<file path="src/rtl/core/apsp_pkg.sv">
// shared types and constants for the all-pairs shortest path block
`timescale 1ns / 1ps

package apsp_pkg;

  localparam int MaxVertices = 64;
  localparam int VidBits = 7;
  localparam int AddrBits = 12;
  localparam int IdxBits = 6;
  localparam int DistBits = 23;
  localparam int CostBits = 16;
  localparam logic [DistBits-1:0] DistUnreach = 23'h400000;
  localparam logic [DistBits-1:0] DistMaxCost = 23'h3FFFFF;

  typedef enum logic [3:0] {
    ST_CLEAR,
    ST_IDLE,
    ST_EDGE2,
    ST_QUERY,
    ST_QWAIT,
    ST_RIK,
    ST_RKJ,
    ST_RIJ,
    ST_RWR
  } apsp_state_t;

  typedef enum logic [2:0] {
    OP_NONE,
    OP_CLEAR,
    OP_EDGE_FWD,
    OP_EDGE_REV,
    OP_QUERY,
    OP_RD_IK,
    OP_RD_KJ,
    OP_RD_IJ
  } apsp_op_t;

  typedef struct packed {
    apsp_op_t             op;
    logic                 write_relax;
    logic                 capture_in;
    logic                 out_load;
    logic [AddrBits-1:0]  clr_addr;
    logic [IdxBits-1:0]   ki;
    logic [IdxBits-1:0]   ii;
    logic [IdxBits-1:0]   ji;
  } apsp_cmd_t;

  typedef struct packed {
    logic ik_unreach;
    logic edge_valid;
  } apsp_status_t;

endpackage

</file>
<file path="src/rtl/core/apsp_ctrl.sv">
// sequencer for loading, clearing, querying and relaxation
`timescale 1ns / 1ps

module apsp_ctrl (
  input  logic                    clk,
  input  logic                    rst,
  input  logic                    s_valid,
  input  logic                    s_req_type,
  input  logic                    s_is_directed,
  input  logic                    s_last,
  output logic                    s_ready,
  input  logic                    out_free,
  output logic                    out_set,
  input  logic [6:0]              n_act,
  input  apsp_pkg::apsp_status_t  status,
  output apsp_pkg::apsp_cmd_t     cmd
);

  apsp_pkg::apsp_state_t state, state_next;
  logic [11:0] ctr, ctr_next;
  logic [5:0] k, i, j, k_next, i_next, j_next;
  logic computed, computed_next, dir, dir_next, last, last_next;
  logic pend_clear, pend_clear_next;
  logic [5:0] nm1;

  assign nm1 = 6'(n_act - 7'd1);

  always_ff @(posedge clk) begin
    if (rst) begin
      state <= apsp_pkg::ST_CLEAR;
      ctr <= '0;
      computed <= 1'b0;
      pend_clear <= 1'b0;
      k <= '0; i <= '0; j <= '0;
      dir <= 1'b0; last <= 1'b0;
    end else begin
      state <= state_next;
      ctr <= ctr_next;
      computed <= computed_next;
      pend_clear <= pend_clear_next;
      k <= k_next; i <= i_next; j <= j_next;
      dir <= dir_next; last <= last_next;
    end
  end

  always_comb begin
    state_next = state;
    ctr_next = ctr;
    computed_next = computed;
    pend_clear_next = pend_clear;
    k_next = k; i_next = i; j_next = j;
    dir_next = dir; last_next = last;
    s_ready = 1'b0;
    out_set = 1'b0;
    cmd = '0;
    cmd.op = apsp_pkg::OP_NONE;
    cmd.clr_addr = ctr;
    cmd.ki = k; cmd.ii = i; cmd.ji = j;
    unique case (state)
      apsp_pkg::ST_CLEAR: begin
        cmd.op = apsp_pkg::OP_CLEAR;
        ctr_next = ctr + 12'd1;
        if (ctr == 12'hFFF) begin
          computed_next = 1'b0;
          if (pend_clear) begin
            pend_clear_next = 1'b0;
            cmd.op = apsp_pkg::OP_CLEAR;
            state_next = apsp_pkg::ST_EDGE2;
          end else begin
            state_next = apsp_pkg::ST_IDLE;
          end
        end
      end
      apsp_pkg::ST_IDLE: begin
        s_ready = out_free;
        cmd.capture_in = 1'b1;
        if (s_valid && out_free) begin
          dir_next = s_is_directed;
          last_next = s_last;
          if (s_req_type) begin
            state_next = apsp_pkg::ST_QUERY;
          end else if (computed) begin
            pend_clear_next = 1'b1;
            ctr_next = '0;
            state_next = apsp_pkg::ST_CLEAR;
          end else begin
            state_next = apsp_pkg::ST_EDGE2;
          end
        end
      end
      apsp_pkg::ST_EDGE2: begin
        // fwd read now, write next cycle; reverse, for undirected edges only, in step two
        if (ctr == 12'd0) begin
          cmd.op = apsp_pkg::OP_EDGE_FWD;
          ctr_next = 12'd1;
        end else if (ctr == 12'd1) begin
          cmd.op = dir ? apsp_pkg::OP_NONE : apsp_pkg::OP_EDGE_REV;
          ctr_next = 12'd2;
        end else begin
          ctr_next = '0;
          if (last) begin
            k_next = '0; i_next = '0; j_next = '0;
            state_next = apsp_pkg::ST_RIK;
          end else begin
            state_next = apsp_pkg::ST_IDLE;
          end
        end
      end
      apsp_pkg::ST_QUERY: begin
        cmd.op = apsp_pkg::OP_QUERY;
        state_next = apsp_pkg::ST_QWAIT;
      end
      apsp_pkg::ST_QWAIT: begin
        cmd.out_load = 1'b1;
        out_set = 1'b1;
        state_next = apsp_pkg::ST_IDLE;
      end
      apsp_pkg::ST_RIK: begin
        cmd.op = apsp_pkg::OP_RD_IK;
        state_next = apsp_pkg::ST_RKJ;
      end
      apsp_pkg::ST_RKJ: begin
        cmd.op = apsp_pkg::OP_RD_KJ;
        state_next = apsp_pkg::ST_RIJ;
      end
      apsp_pkg::ST_RIJ: begin
        cmd.op = apsp_pkg::OP_RD_IJ;
        state_next = apsp_pkg::ST_RWR;
      end
      apsp_pkg::ST_RWR: begin
        cmd.write_relax = !status.ik_unreach;
        if (j != nm1) begin
          j_next = j + 6'd1;
          state_next = apsp_pkg::ST_RKJ;
        end else begin
          j_next = '0;
          if (i != nm1) begin
            i_next = i + 6'd1;
            state_next = apsp_pkg::ST_RIK;
          end else begin
            i_next = '0;
            if (k != nm1) begin
              k_next = k + 6'd1;
              state_next = apsp_pkg::ST_RIK;
            end else begin
              k_next = '0;
              computed_next = 1'b1;
              state_next = apsp_pkg::ST_IDLE;
            end
          end
        end
      end
      default: state_next = apsp_pkg::ST_IDLE;
    endcase
  end

endmodule
</file>
<file path="config.mk">
export PLATFORM = sky130hd
export DESIGN_NAME = apsp_ctrl
export DESIGN_NICKNAME = d
export VERILOG_FILES = /design/src/rtl/core/apsp_pkg.sv /design/src/rtl/core/apsp_ctrl.sv
export SDC_FILE = /design/constraint.sdc
export NUM_CORES = 1
export LEC_CHECK = 0
export ABC_AREA = 1
export BUFFER_PORTS_ARGS = -buffer_cell sky130_fd_sc_hd__buf_2
export CAP_MARGIN = 30
export CORE_ASPECT_RATIO = 0.6
export CORE_MARGIN = 2
export CORE_UTILIZATION = 45
export CTS_CLUSTER_DIAMETER = 120
export DETAILED_ROUTE_END_ITERATION = 8
export PLACE_DENSITY = 0.67
export SKIP_CTS_REPAIR_TIMING = 1
export SLEW_MARGIN = 10
export SYNTH_ARGS = -nofsm -noshare
export SYNTH_HDL_FRONTEND = slang
export SYNTH_SLANG_ARGS = --single-unit
</file>
<file path="constraint.sdc">
create_clock -name clk -period 4.4 [get_ports clk]
set_input_delay 0.22 -clock clk [delete_from_list [all_inputs] [get_ports clk]]
set_output_delay 0.22 -clock clk [all_outputs]
set_load 0.005 [all_outputs]
</file>
Word-level counts from Yosys, hierarchy flattened --
Index checks and enable logic that the tools add are counted.
Operators by class: add/subtract/negate cells 5, equal/unequal tests 23, muxes and demuxes 47, reduce and logical (&&, ||, !) cells 16
Operators by type and width (count):
- 6-bit two-way mux | 9
- 12-bit two-way mux | 3
- 12-bit one-hot mux with 3 select lines | 1
- 6-bit one-hot mux with 2 select lines | 3
- 4-bit one-hot mux with 8 select lines | 1
- 4-bit two-way mux | 5
- 2-bit inequality test, second input constant | 10
- 6-bit by 1-bit adder with 6-bit output, second input constant | 3
- 6-bit inequality test | 3
- 3-bit one-hot mux with 6 select lines | 1
- 4-bit by 3-bit == test with 1-bit output, second input constant | 4
- 5-bit AND reduction | 3
- 2-bit two-way mux | 7
- 12-bit by 1-bit adder with 12-bit output, second input constant | 1
- 12-bit by 1-bit == test with 1-bit output, second input constant | 1
- 12-bit == test, second input constant | 1
- 12-bit zero test | 1
- 3-bit two-way mux | 4
- 4-bit AND reduction | 3
- 1-bit two-way mux | 11
- 4-bit by 2-bit == test with 1-bit output, second input constant | 2
- 6-bit AND reduction | 1
- 2-bit nonzero test | 3
- 6-bit by 1-bit subtractor with 6-bit output, second input constant | 1
- 8 further kinds | 9
Storage, ports and cells: register bits after elaboration 38, input port bits 16, output and inout bits 38

Longest topological paths before layout --
Gate-level depths: netlist (run 1).
depth after elaboration 6, depth in mapped cells 17, mapped depth without buffers 17

Worst setup path before layout (run 1) --
Ideal clock, no wire load.
path type input to register, from in n_act[0], to reg k[2], arrival time 1588 ps, required time 4287 ps, path slack 2699 ps, stages on the path 16, cells stage by stage inv_2 ha_1 inv_1 nand2_1 nand2_1 nand2_1 nand2_1 nor2_1 nand2_1 nor2_2 nand2_2 nand2_4 nand3_4 buf_6 nor2_1 nor2_1
Between the ends: cells in the longest elaborated chain, start to end 6
Ends and longest elaborated chain:
- start: declaration | line apsp_ctrl.sv:14 | input logic [6:0] n_act,
- 6-bit by 1-bit subtractor with 6-bit output (*) | line apsp_ctrl.sv:26 | assign nm1 = 6'(n_act - 7'd1);
- 6-bit inequality test | line apsp_ctrl.sv:142 | if (k != nm1) begin
- 6-bit two-way mux | line apsp_ctrl.sv:142
- 6-bit two-way mux | line apsp_ctrl.sv:137 | if (i != nm1) begin
- 6-bit two-way mux | line apsp_ctrl.sv:132 | if (j != nm1) begin
- 6-bit one-hot mux with 2 select lines | line apsp_ctrl.sv:59 | unique case (state)
- end signal: assignment | line apsp_ctrl.sv:41 | k <= k_next; i <= i_next; j <= j_next;
- end: declaration | line apsp_ctrl.sv:21 | logic [5:0] k, i, j, k_next, i_next, j_next;
Every way passes the cells marked *; elsewhere a longest branch is shown, timed or not. The select of a mux whose other input is x is not followed. A chain may end at the register's enable or synchronous reset.

Worst setup path after layout (run 1) --
from reg state[1], to reg ctr[7]
Between the ends: cells in the longest elaborated chain, start to end 3
Ends and longest elaborated chain:
- start: declaration | line apsp_ctrl.sv:19 | apsp_pkg::apsp_state_t state, state_next;
- start signal: assignment | line apsp_ctrl.sv:30 | state <= apsp_pkg::ST_CLEAR;
- start signal: assignment | line apsp_ctrl.sv:37 | state <= state_next;
- 4-bit by 1-bit == test with 1-bit output (tied with other cells) | line apsp_ctrl.sv:59
- 2-bit inequality test (no source line) or 3-bit nonzero test (tied branches)
- 4-bit AND reduction (no source line)
- end signal: assignment | line apsp_ctrl.sv:38 | ctr <= ctr_next;
- end: declaration | line apsp_ctrl.sv:20 | logic [11:0] ctr, ctr_next;
Parallel ways exist; a longest one is shown, timed or not.

==> results.md, run 1 <==
* Outcome: finished clean
* Reg clk slew, reported paths at approximately 0.080 ns
* Worst Setup End Kind: flop
* Detailed Route Iter0 Violations at roughly 280
* I/O Buffers at 51
* Hold crit path type: input port to flop
* Post-synthesis sequential area ratio at around 28%
* # IOs at 54
* EDFF count, synth at 0
* Clk buf depth at 2
* Total GRT Usage at a little under a quarter
* Avg Inst Size Synth at just over 6 um^2
* Worst Path Max Fanout at 12
* FFs w/ async S/R, synth at 0%
* Final GP Congestion at around 0.89
* CTS tree: yes
* GR Overflow Total at 0
* Count of final setup violators at 0
* First-pass GRT wire length at 12490 um
* Clock Latency Late Sink at 0.29 ns
* CP arrival at 2.38 ns
* Top_reg_cell synth: dfxtp_1
* Layout Skew at around 0.0083 ns
* Netlist cell types at 38
* Met3 WL at approximately 830 um
* Ys Warns at 0
* Seq cells post-synth at 38
* Synth top cells by count: nand2_1 (119), nor2_1 (59), inv_1 (56)
* DR WL met2 at 2740 um
* Die Span Y at 64.17 um
* Post-layout minimum cycle time at 2.193 ns
* Initial antenna violation count at 0
* Die Footprint at 0.006691 mm^2
* Non-Filler Instances at 570
* Leak at approximately 1.5 nW
* Maximum clock frequency at about 460 MHz
* Core area at 0.005702 mm^2
* CTS Root Cell: clkbuf_8
* MaxCap Viol Count at 0
* Critical Path Start Type: flop
* Synth top area share at 28.02%
* Worst slew pin tran at 0.5852 ns
* Remaining DRCs at 0
* Number of global-route vias before repair at 2536
* Sink Count at 38
* Pwr Total at between 600 and 700 uW
* Slew Viols, Final at 0
* Synth Cell Area at 0.002715 mm^2
* First-pass iteration count of the detailed router at 6
* Row count at 21
* RSZ-0062 raised after global routing: false
* Main area contributors after synthesis: dfxtp_1 (28%), nand2_1 (16%), nor2_1 (8.2%), inv_1 (7.7%), nand3_1 (7.2%)
* Top routing layer used: met4
* Slowest stage delay, CP at 0.49 ns
* Setup CP Type: flop to flop
* Worst slew margin at approximately three fifths
* Num CTS Buffers at 5
* Max IR drop VDD at 0.1087 mV
* Initial core utilization at 47.62%
* Via count at a little under 3k
* Worst Path Required at between 4 and 5 ns
* Post-Synthesis Cells at around 440
* WL per Instance at roughly 13 um
* Post-DRT Antenna Nets at 0
* Period utilization at 49.84%
* Setup TNS at 0 ns
* Largest net degree at the start of global routing at 13
* Final hold violations at 0
* Slowest stage cell, crit path: dfxtp_1
* Post-DP HPWL at between 6000 and 7000 um
* Layout Utilization at between 50% and 60%
* Syn nets at 460
* Power density over the cells at 215.5 mW/mm^2
* Nets at between 500 and 600
* Count leader, synth: nand2_1
* H-tree depth at 2
* Vias/cell at 5.174
* M1 wire length at 3964 um
* Cell area after layout at between 0.003 and 0.004 mm^2
* ANT cells at 0
* Yosys top cell by area: dfxtp_1
* Placed Area at 0.003030 mm^2
* Total Routed Length at 7583 um
* Die width at roughly 100 um
* Fraction of layout cells with a size suffix above 1 at 19.18%
* Area delta synth->final at 14.98%
* Dpl cells at 562
* Cell breakdown of the critical path: inv_2 -> nand3_2 -> inv_2 -> o21ai_1 -> nand2_1 -> o21ai_1 -> inv_1 -> o21ai_0 -> nor2_1
[metrics by stage]
step                hold WS, ns  setup WS (ns)
floorplan                0.4107          2.699
global placement         0.4664          2.154
detailed placement       0.4700          2.183
CTS                      0.1983          2.219
global route             0.2285          1.925
finish                   0.1961          2.207
[where the power goes]
part           total (mW)  leakage (nW)  internal, mW  switching [mW]
sequential          0.348         0.307         0.346         0.00210
combinational      0.0704          1.12        0.0237          0.0467
clock               0.254        0.0482         0.127           0.128
total               0.673          1.47         0.496           0.176
[critical path: cells and delay by family (launching register included)]
family | cells | cell delay, ns
AND/OR/NAND/NOR | 3 | 0.55
AO/OA/AOI/OAI | 3 | 0.69
flip-flops | 1 | 0.49
buffers and inverters | 3 | 0.34
[flip-flops by register name, summed over array words and instances, names as in the netlist]
name,cells
ctr,12
i,6
j,6
k,6
state,4
computed,1
dir,1
last,1
pend_clear,1
[final cells by class]
class | instances | area [um^2]
Fill cell | 603 | 2580
Multi-Input combinational cell | 328 | 1670
Sequential cell | 38 | 760.7
Timing Repair Buffer | 51 | 255.2
Inverter | 65 | 244.0
Tap cell | 80 | 100.1
Clock buffer | 7 | 86.33
Clock inverter | 1 | 5.005
[cells by family (layout without fill, tap and decap cells)]
logic type / Yosys count / after routing / share of synthesized area [%]
compound gates: 47 / 47 / 9.723
xor+xnor: 9 / 9 / 3.180
fa+ha+maj: 7 / 7 / 3.226
buf+inv: 71 / 124 / 10.46
flops: 38 / 38 / 28.02
simple gates: 265 / 265 / 45.39
[per-layer routing]
layer  GRT usage, %  vias up
met4          4.054        0
met3          4.796        5
li1               -     1507
met1          38.49     1311
met5              0        -
met2          30.23      126
[worst paths after layout]
| path | start | to | slack (ns) | cells after the start |
|---|---|---|---|---|
| max | state[1] | ctr[7] | 2.21 | 9 |
| min | s_last | last | 0.20 | 3 |
| min reg2reg | dir | dir | 0.48 | 2 |
| max reg2reg | state[1] | ctr[7] | 2.21 | 9 |
[placed cells by master, fill, tap and decap left out, types with 2 or more instances in the layout]
master    count
nand2_1     119
o22ai_1       2
nand3_2       4
nor3_1       10
nand2_2       8
xor2_1        7
nor2_2        4
inv_1        56
nand4_1       8
a211oi_1      3
a31oi_1       3
clkbuf_8      6
a21oi_1      19
inv_2         9
o211ai_1      2
nand2_4       2
o21ai_1       2
nor2_4        3
ha_1          7
o21ai_0      13
buf_2        51
nor4_1        2
dfxtp_1      38
nand3_1      39
nor2_1       59
nand3_4       2
No activity file was read; power rests on OpenSTA's default activity.
==> run 2, diff against run 1 <==
PLACE_DENSITY = 0.7   (was 0.67)
clock period = 2 ns   (was 4.4 ns; I/O delays follow)
==> run 2 against run 1 <==
Count of clock-buffer cells in the layout is the same. Clock skew shrank 0.0013 ns. Die area is the same. Cell area grew 4.8%. Register-to-register slack lost 2.0 ns. Highest routed layer unchanged. Hold slack lost 0.089 ns. Critical path depth shrank 1. Total power grew 130%. Non-clock buffer count grew 15. Critical path type is now flop to primary output. Combinational power grew 130%.
==> results.md, run 2 (same netlist as run 1, synthesis figures left out) <==
* Post-DRT Antenna Nets at 0 (unchanged)
* Leak at 1.549 nW (+5.1%)
* ANT cells at 0 (unchanged)
* Largest Register: ctr
* Dpl cells at 577 (+2.7%)
* Total GRT Usage at 24.98% (+1.5 points)
* Number of flip-flops in the largest register at 12 (unchanged)
* Via count at 2974 (+0.85%)
* Initial antenna violation count at 0 (unchanged)
* Max IR drop VDD at 0.2828 mV (+160%)
* Vias/cell at 5.084 (-1.7%)
* Core area at 0.005702 mm^2 (unchanged)
* Min Hold Slack at 0.1076 ns (-0.08856 ns)
* Non-Filler Instances at 585 (+2.6%)
* Outcome: finished clean
* Total Routed Length at 7664 um (+1.1%)
* Die width at 104.3 um (unchanged)
* I/O Buffers at 51 (unchanged)
* Most common cell after layout, fill and taps aside: nand2_1
* Power density over the cells at 481.8 mW/mm^2 (+120%)
* RSZ-0062 raised after global routing: false
* Initial core utilization at 47.62% (unchanged)
* Maximum clock frequency at 530.5 MHz
* Setup TNS at 0 ns (unchanged)
* Fraction of layout cells with a size suffix above 1 at 22.77% (+3.6 points)
* Layout Skew at 0.006985 ns (-0.001338 ns)
* Worst slew pin tran at 0.4557 ns (-0.1294 ns)
* Num CTS Buffers at 5 (unchanged)
* First-pass GRT wire length at 13330 um (+6.7%)
* Die Span Y at 64.17 um (unchanged)
* Worst Path Required at 1.90 ns (-2.68 ns)
* Sink Count at 38 (unchanged)
* Area delta synth->final at 20.51%
* MaxCap Viol Count at 0 (unchanged)
* CTS tree: yes
* Clk buf depth at 2 (unchanged)
* Post-DP HPWL at 6164 um (+2.0%)
* H-tree depth at 2 (unchanged)
* Detailed Route Iter0 Violations at 373 (+36%)
* Final GP Congestion at 0.9947 (+12%)
* Post-layout minimum cycle time at 1.885 ns
* Hold crit path type: input port to flop
* Commonest non-fill, non-tap cells in the layout: nand2_1 (117), inv_1 (56), nor2_1 (56)
* Largest net degree at the start of global routing at 13 (unchanged)
* Final hold violations at 0 (unchanged)
* Clock Latency Late Sink at 0.29 ns (about the same)
* CP arrival at 1.79 ns (-0.59 ns)
* Critical Path Start Type: flop
* Worst slew margin at 69.58% (+8.9 points)
* WL per Instance at 13.10 um (-1.5%)
* Number of global-route vias before repair at 2743 (+8.2%)
* Placed Area at 0.003143 mm^2 (+3.7%)
* Fillers at 573 (-5.0%)
* # IOs at 54 (unchanged)
* First-pass iteration count of the detailed router at 5 (-1)
* Slew Viols, Final at 0 (unchanged)
* Cell area after layout at 0.003272 mm^2 (+4.8%)
* Nets at 527 (+2.9%)
* Worst Path Max Fanout at 6 (-6)
* Die Footprint at 0.006691 mm^2 (unchanged)
* Period utilization at 94.26%
* Worst Setup End Kind: primary output
* Reg clk slew, reported paths at 0.07 ns (about the same)
* Remaining DRCs at 0 (unchanged)
* Row count at 21 (unchanged)
* Count of final setup violators at 0 (unchanged)
* GR Overflow Total at 0 (unchanged)
* CTS Root Cell: clkbuf_8
* Setup CP Type: flop to primary output
run 2: final timing paths:
check                           slack, ns           from  depth (start not counted)       to
worst max register to register       0.18         ctr[0]                          7     j[4]
worst min register to register       0.49         ctr[2]                          1   ctr[2]
worst min-delay path                 0.11  s_is_directed                          3      dir
worst max-delay path                 0.11       state[3]                          8  cmd[33]
run 2: cell type report:
| cell class | instances | area (um^2) | share of cell area [%] |
|---|---|---|---|
| inverters | 65 | 244.0 | 7.457 |
| clock buffers | 7 | 76.32 | 2.333 |
| clock inverters | 1 | 30.03 | 0.9178 |
| multi-input cells | 328 | 1693 | 51.74 |
| flip-flops and latches | 38 | 760.7 | 23.25 |
| repair buffers | 66 | 367.9 | 11.24 |
| well taps | 80 | 100.1 | 3.059 |
run 2: metal layers:
| metal | track usage, % | share of wire, % | vias to the layer above |
|---|---|---|---|
| li1 | - | - | 1543 |
| met5 | 0 | 0 | - |
| met4 | 4.054 | 0.29 | 0 |
| met1 | 40.43 | 53 | 1326 |
| met3 | 4.796 | 9.4 | 2 |
| met2 | 33.33 | 38 | 103 |
run 2: worst max-delay path: stages (launching register included):
cell,delay [ns]
dfxtp_1,0.36
nor2_4,0.19
nand3_4,0.15
nor3_4,0.25
nand3_2,0.13
nor2_2,0.12
nand2_1,0.06
o211ai_1,0.08
buf_2,0.14
run 2: where the power goes:
group / internal (mW) / total [mW] / leakage [nW] / switching (mW)
sequential: 0.761 / 0.765 / 0.307 / 0.00433
combinational: 0.0591 / 0.165 / 1.19 / 0.106
clock: 0.373 / 0.646 / 0.0524 / 0.273
run 2: through the flow:
stage / setup WS, ns / power [mW] / util [%]
global placement: 0.09073 / 0.9392 / 55.12
CTS: 0.06970 / 1.583 / 56.99
floorplan: 0.4190 / 0.8833 / -
global route: 0.006583 / 1.654 / 57.38
detailed placement: 0.06409 / 0.9432 / 55.12
finish: 0.1148 / 1.577 / 57.38
==> run 3, diff against run 2 <==
CELL_PAD_IN_SITES_DETAIL_PLACEMENT = 2   (was default)
CELL_PAD_IN_SITES_GLOBAL_PLACEMENT = 2   (was default)
CORE_UTILIZATION = 31   (was 45)
PLACE_DENSITY = 0.85   (was 0.7)
clock period = 2.4 ns   (was 2 ns; I/O delays follow)
==> run 3 against run 2 <==
Total power is 8.1% lower. Utilization fell by 19 points. Non-clock buffer count is 11 lower. Sequential share of layout area grew 0.23 points. Die area grew 43%. Register-to-register slack gained 0.18 ns. Global-route usage shrank 2.2 points. Count of clock-buffer cells in the layout down 1. Setup slack better by 0.23 ns. Hold slack better by 0.028 ns. Wire length rose by 38%. First-iteration DRC count shrank 61%.
==> results.md, run 3 (same netlist as run 1, synthesis figures left out) <==
* Hold crit path type: input port to flop
* Worst Setup End Kind: primary output
* Core area at 0.008523 mm^2 (+49%)
* Leak at 1.513 nW (-2.3%)
* RSZ-0062 raised after global routing: false
* Total GRT Usage at 22.81% (-2.2 points)
* CP arrival at 1.93 ns (+0.14 ns)
* Layout Skew at 0.005539 ns (-0.001446 ns)
* Die Footprint at 0.009547 mm^2 (+43%)
* First-pass iteration count of the detailed router at 4 (-1)
* Clock Latency Late Sink at 0.28 ns (about the same)
* Detailed Route Iter0 Violations at 147 (-61%)
* Worst Path Required at 2.28 ns (+0.38 ns)
* Area delta synth->final at 19.31%
* Number of global-route vias before repair at 3244 (+18%)
* I/O Buffers at 51 (unchanged)
* MaxCap Viol Count at 0 (unchanged)
* Setup TNS at 0 ns (unchanged)
* Remaining DRCs at 0 (unchanged)
* Initial core utilization at 31.86% (-16 points)
* Nets at 516 (-2.1%)
* Max IR drop VDD at 0.2624 mV (-7.2%)
* Fraction of layout cells with a size suffix above 1 at 19.72% (-3.1 points)
* Cell breakdown of the critical path: nor2_4 -> nand3_4 -> nor3_4 -> nand3_1 -> nor2_1 -> nand2_1 -> o211ai_1 -> buf_2
* Placed Area at 0.003100 mm^2 (-1.4%)
* Period utilization at 85.56%
* Slew Viols, Final at 0 (unchanged)
* CTS tree: yes
* Die Span Y at 76.49 um (+19%)
* Final GP Congestion at 0.8324 (-16%)
* Number of flip-flops in the largest register at 12 (unchanged)
* WL per Instance at 17.56 um (+34%)
* Setup CP Type: flop to primary output
* Post-layout minimum cycle time at 2.053 ns
* Hold_sp: s_is_directed
* Total Routed Length at 10610 um (+38%)
* Slowest stage cell, crit path: dfxtp_1
* Final hold violations at 0 (unchanged)
* Reg2Reg Depth at 8 (+1)
* First-pass GRT wire length at 17210 um (+29%)
* Power density over the cells at 447.0 mW/mm^2 (-7.2%)
* Reg clk slew, reported paths at 0.05 ns (-0.02 ns)
* Clk buf depth at 2 (unchanged)
* Reg2reg setup slack at 0.36 ns (+0.18 ns)
* Hold path cells at 3 (unchanged)
* Outcome: finished clean
* CTS Root Cell: clkbuf_16
* Worst Path Max Fanout at 6 (unchanged)
* Slowest stage delay, CP at 0.36 ns (about the same)
* Critical Path Start Type: flop
* Post-DP HPWL at 8607 um (+40%)
* Sink Count at 38 (unchanged)
* FF-to-FF Start: state[1]
* Commonest non-fill, non-tap cells in the layout: nand2_1 (119), nor2_1 (59), inv_1 (56)
* Initial antenna violation count at 0 (unchanged)
* H-tree depth at 2 (unchanged)
* Most common cell after layout, fill and taps aside: nand2_1
* Largest net degree at the start of global routing at 13 (unchanged)
* Worst slew pin tran at 0.5434 ns (+0.08763 ns)
* # IOs at 54 (unchanged)
* Row count at 26 (+24%)
* Via count at 3079 (+3.5%)
* GR Overflow Total at 0 (unchanged)
* ANT cells at 0 (unchanged)
* Die width at 124.8 um (+20%)
* Worst slew margin at 63.47% (-6.1 points)
* Num CTS Buffers at 5 (unchanged)
* Post-DRT Antenna Nets at 0 (unchanged)
* Cell area after layout at 0.003239 mm^2 (-0.99%)
* Vias/cell at 5.098 (+0.27%)
* Largest Register: ctr
* Count of final setup violators at 0 (unchanged)
* Maximum clock frequency at just under 500 MHz
* Hold endpoint: dir
* FF-to-FF End: ctr[11]
[run 3: cell count changes in the layout (fill, tap and decap cells not counted), sizes merged]
cell,previous run,this run
clkbuf,7,6
bufinv,1,0
buf,66,55
[run 3: how the worst max path moves through the flow]
stage | startpoint | endpoint | depth (start not counted)
4_1_cts | ctr[10] | cmd[33] | 6
5_1_grt | state[1] | ctr[11] | 8
3_3_place_gp | n_act[0] | j[4] | 14
2_1_floorplan | n_act[0] | k[2] | 16
6_report | state[3] | cmd[33] | 8
3_5_place_dp | n_act[0] | j[4] | 14
[run 3: through the flow]
step                      total power [mW]  hold slack [ns]  setup slack, ns  util, %  instances
after floorplan                     0.7360           0.2711           0.7990        -        437
after global placement              0.7870           0.4012           0.2987    36.38        598
after detailed placement            0.7958           0.4278           0.2547    36.38        598
after CTS                            1.461           0.1343           0.3399    38.01        604
after global routing                 1.513           0.1662           0.1173    38.01        604
final                                1.448           0.1359           0.3467    38.01        604
[run 3: area by class of cell]
class	count	area [um^2]
repair buffers	55	285.3
multi-input cells	328	1670
flip-flops and latches	38	760.7
well taps	112	140.1
clock buffers	6	138.9
inverters	65	244.0
fillers	1101	5284
[run 3: metal layers]
layer  vias up  track usage (%)  wire length (um)
li1       1506                -                 -
met1      1517            33.62              5617
met2        49            34.97              4486
met3         7            4.213               434
met4         0            4.000                70
met5         -                0                 0
[run 3: worst max-delay path: cells and delay by family, from the launching register on]
family / cells / cell delay (ns)
AOI/OAI and AO/OA: 1 / 0.10
and+or+nand+nor: 6 / 1.04
buffers and inverters: 1 / 0.15
DFF: 1 / 0.36
[run 3: report_power, final]
| group | leakage [nW] | internal (mW) | switching, mW |
|---|---|---|---|
| Clock | 0.0688 | 0.402 | 0.263 |
| Sequential | 0.307 | 0.635 | 0.00451 |
| Combinational | 1.14 | 0.0460 | 0.0976 |
| Total | 1.51 | 1.08 | 0.365 |
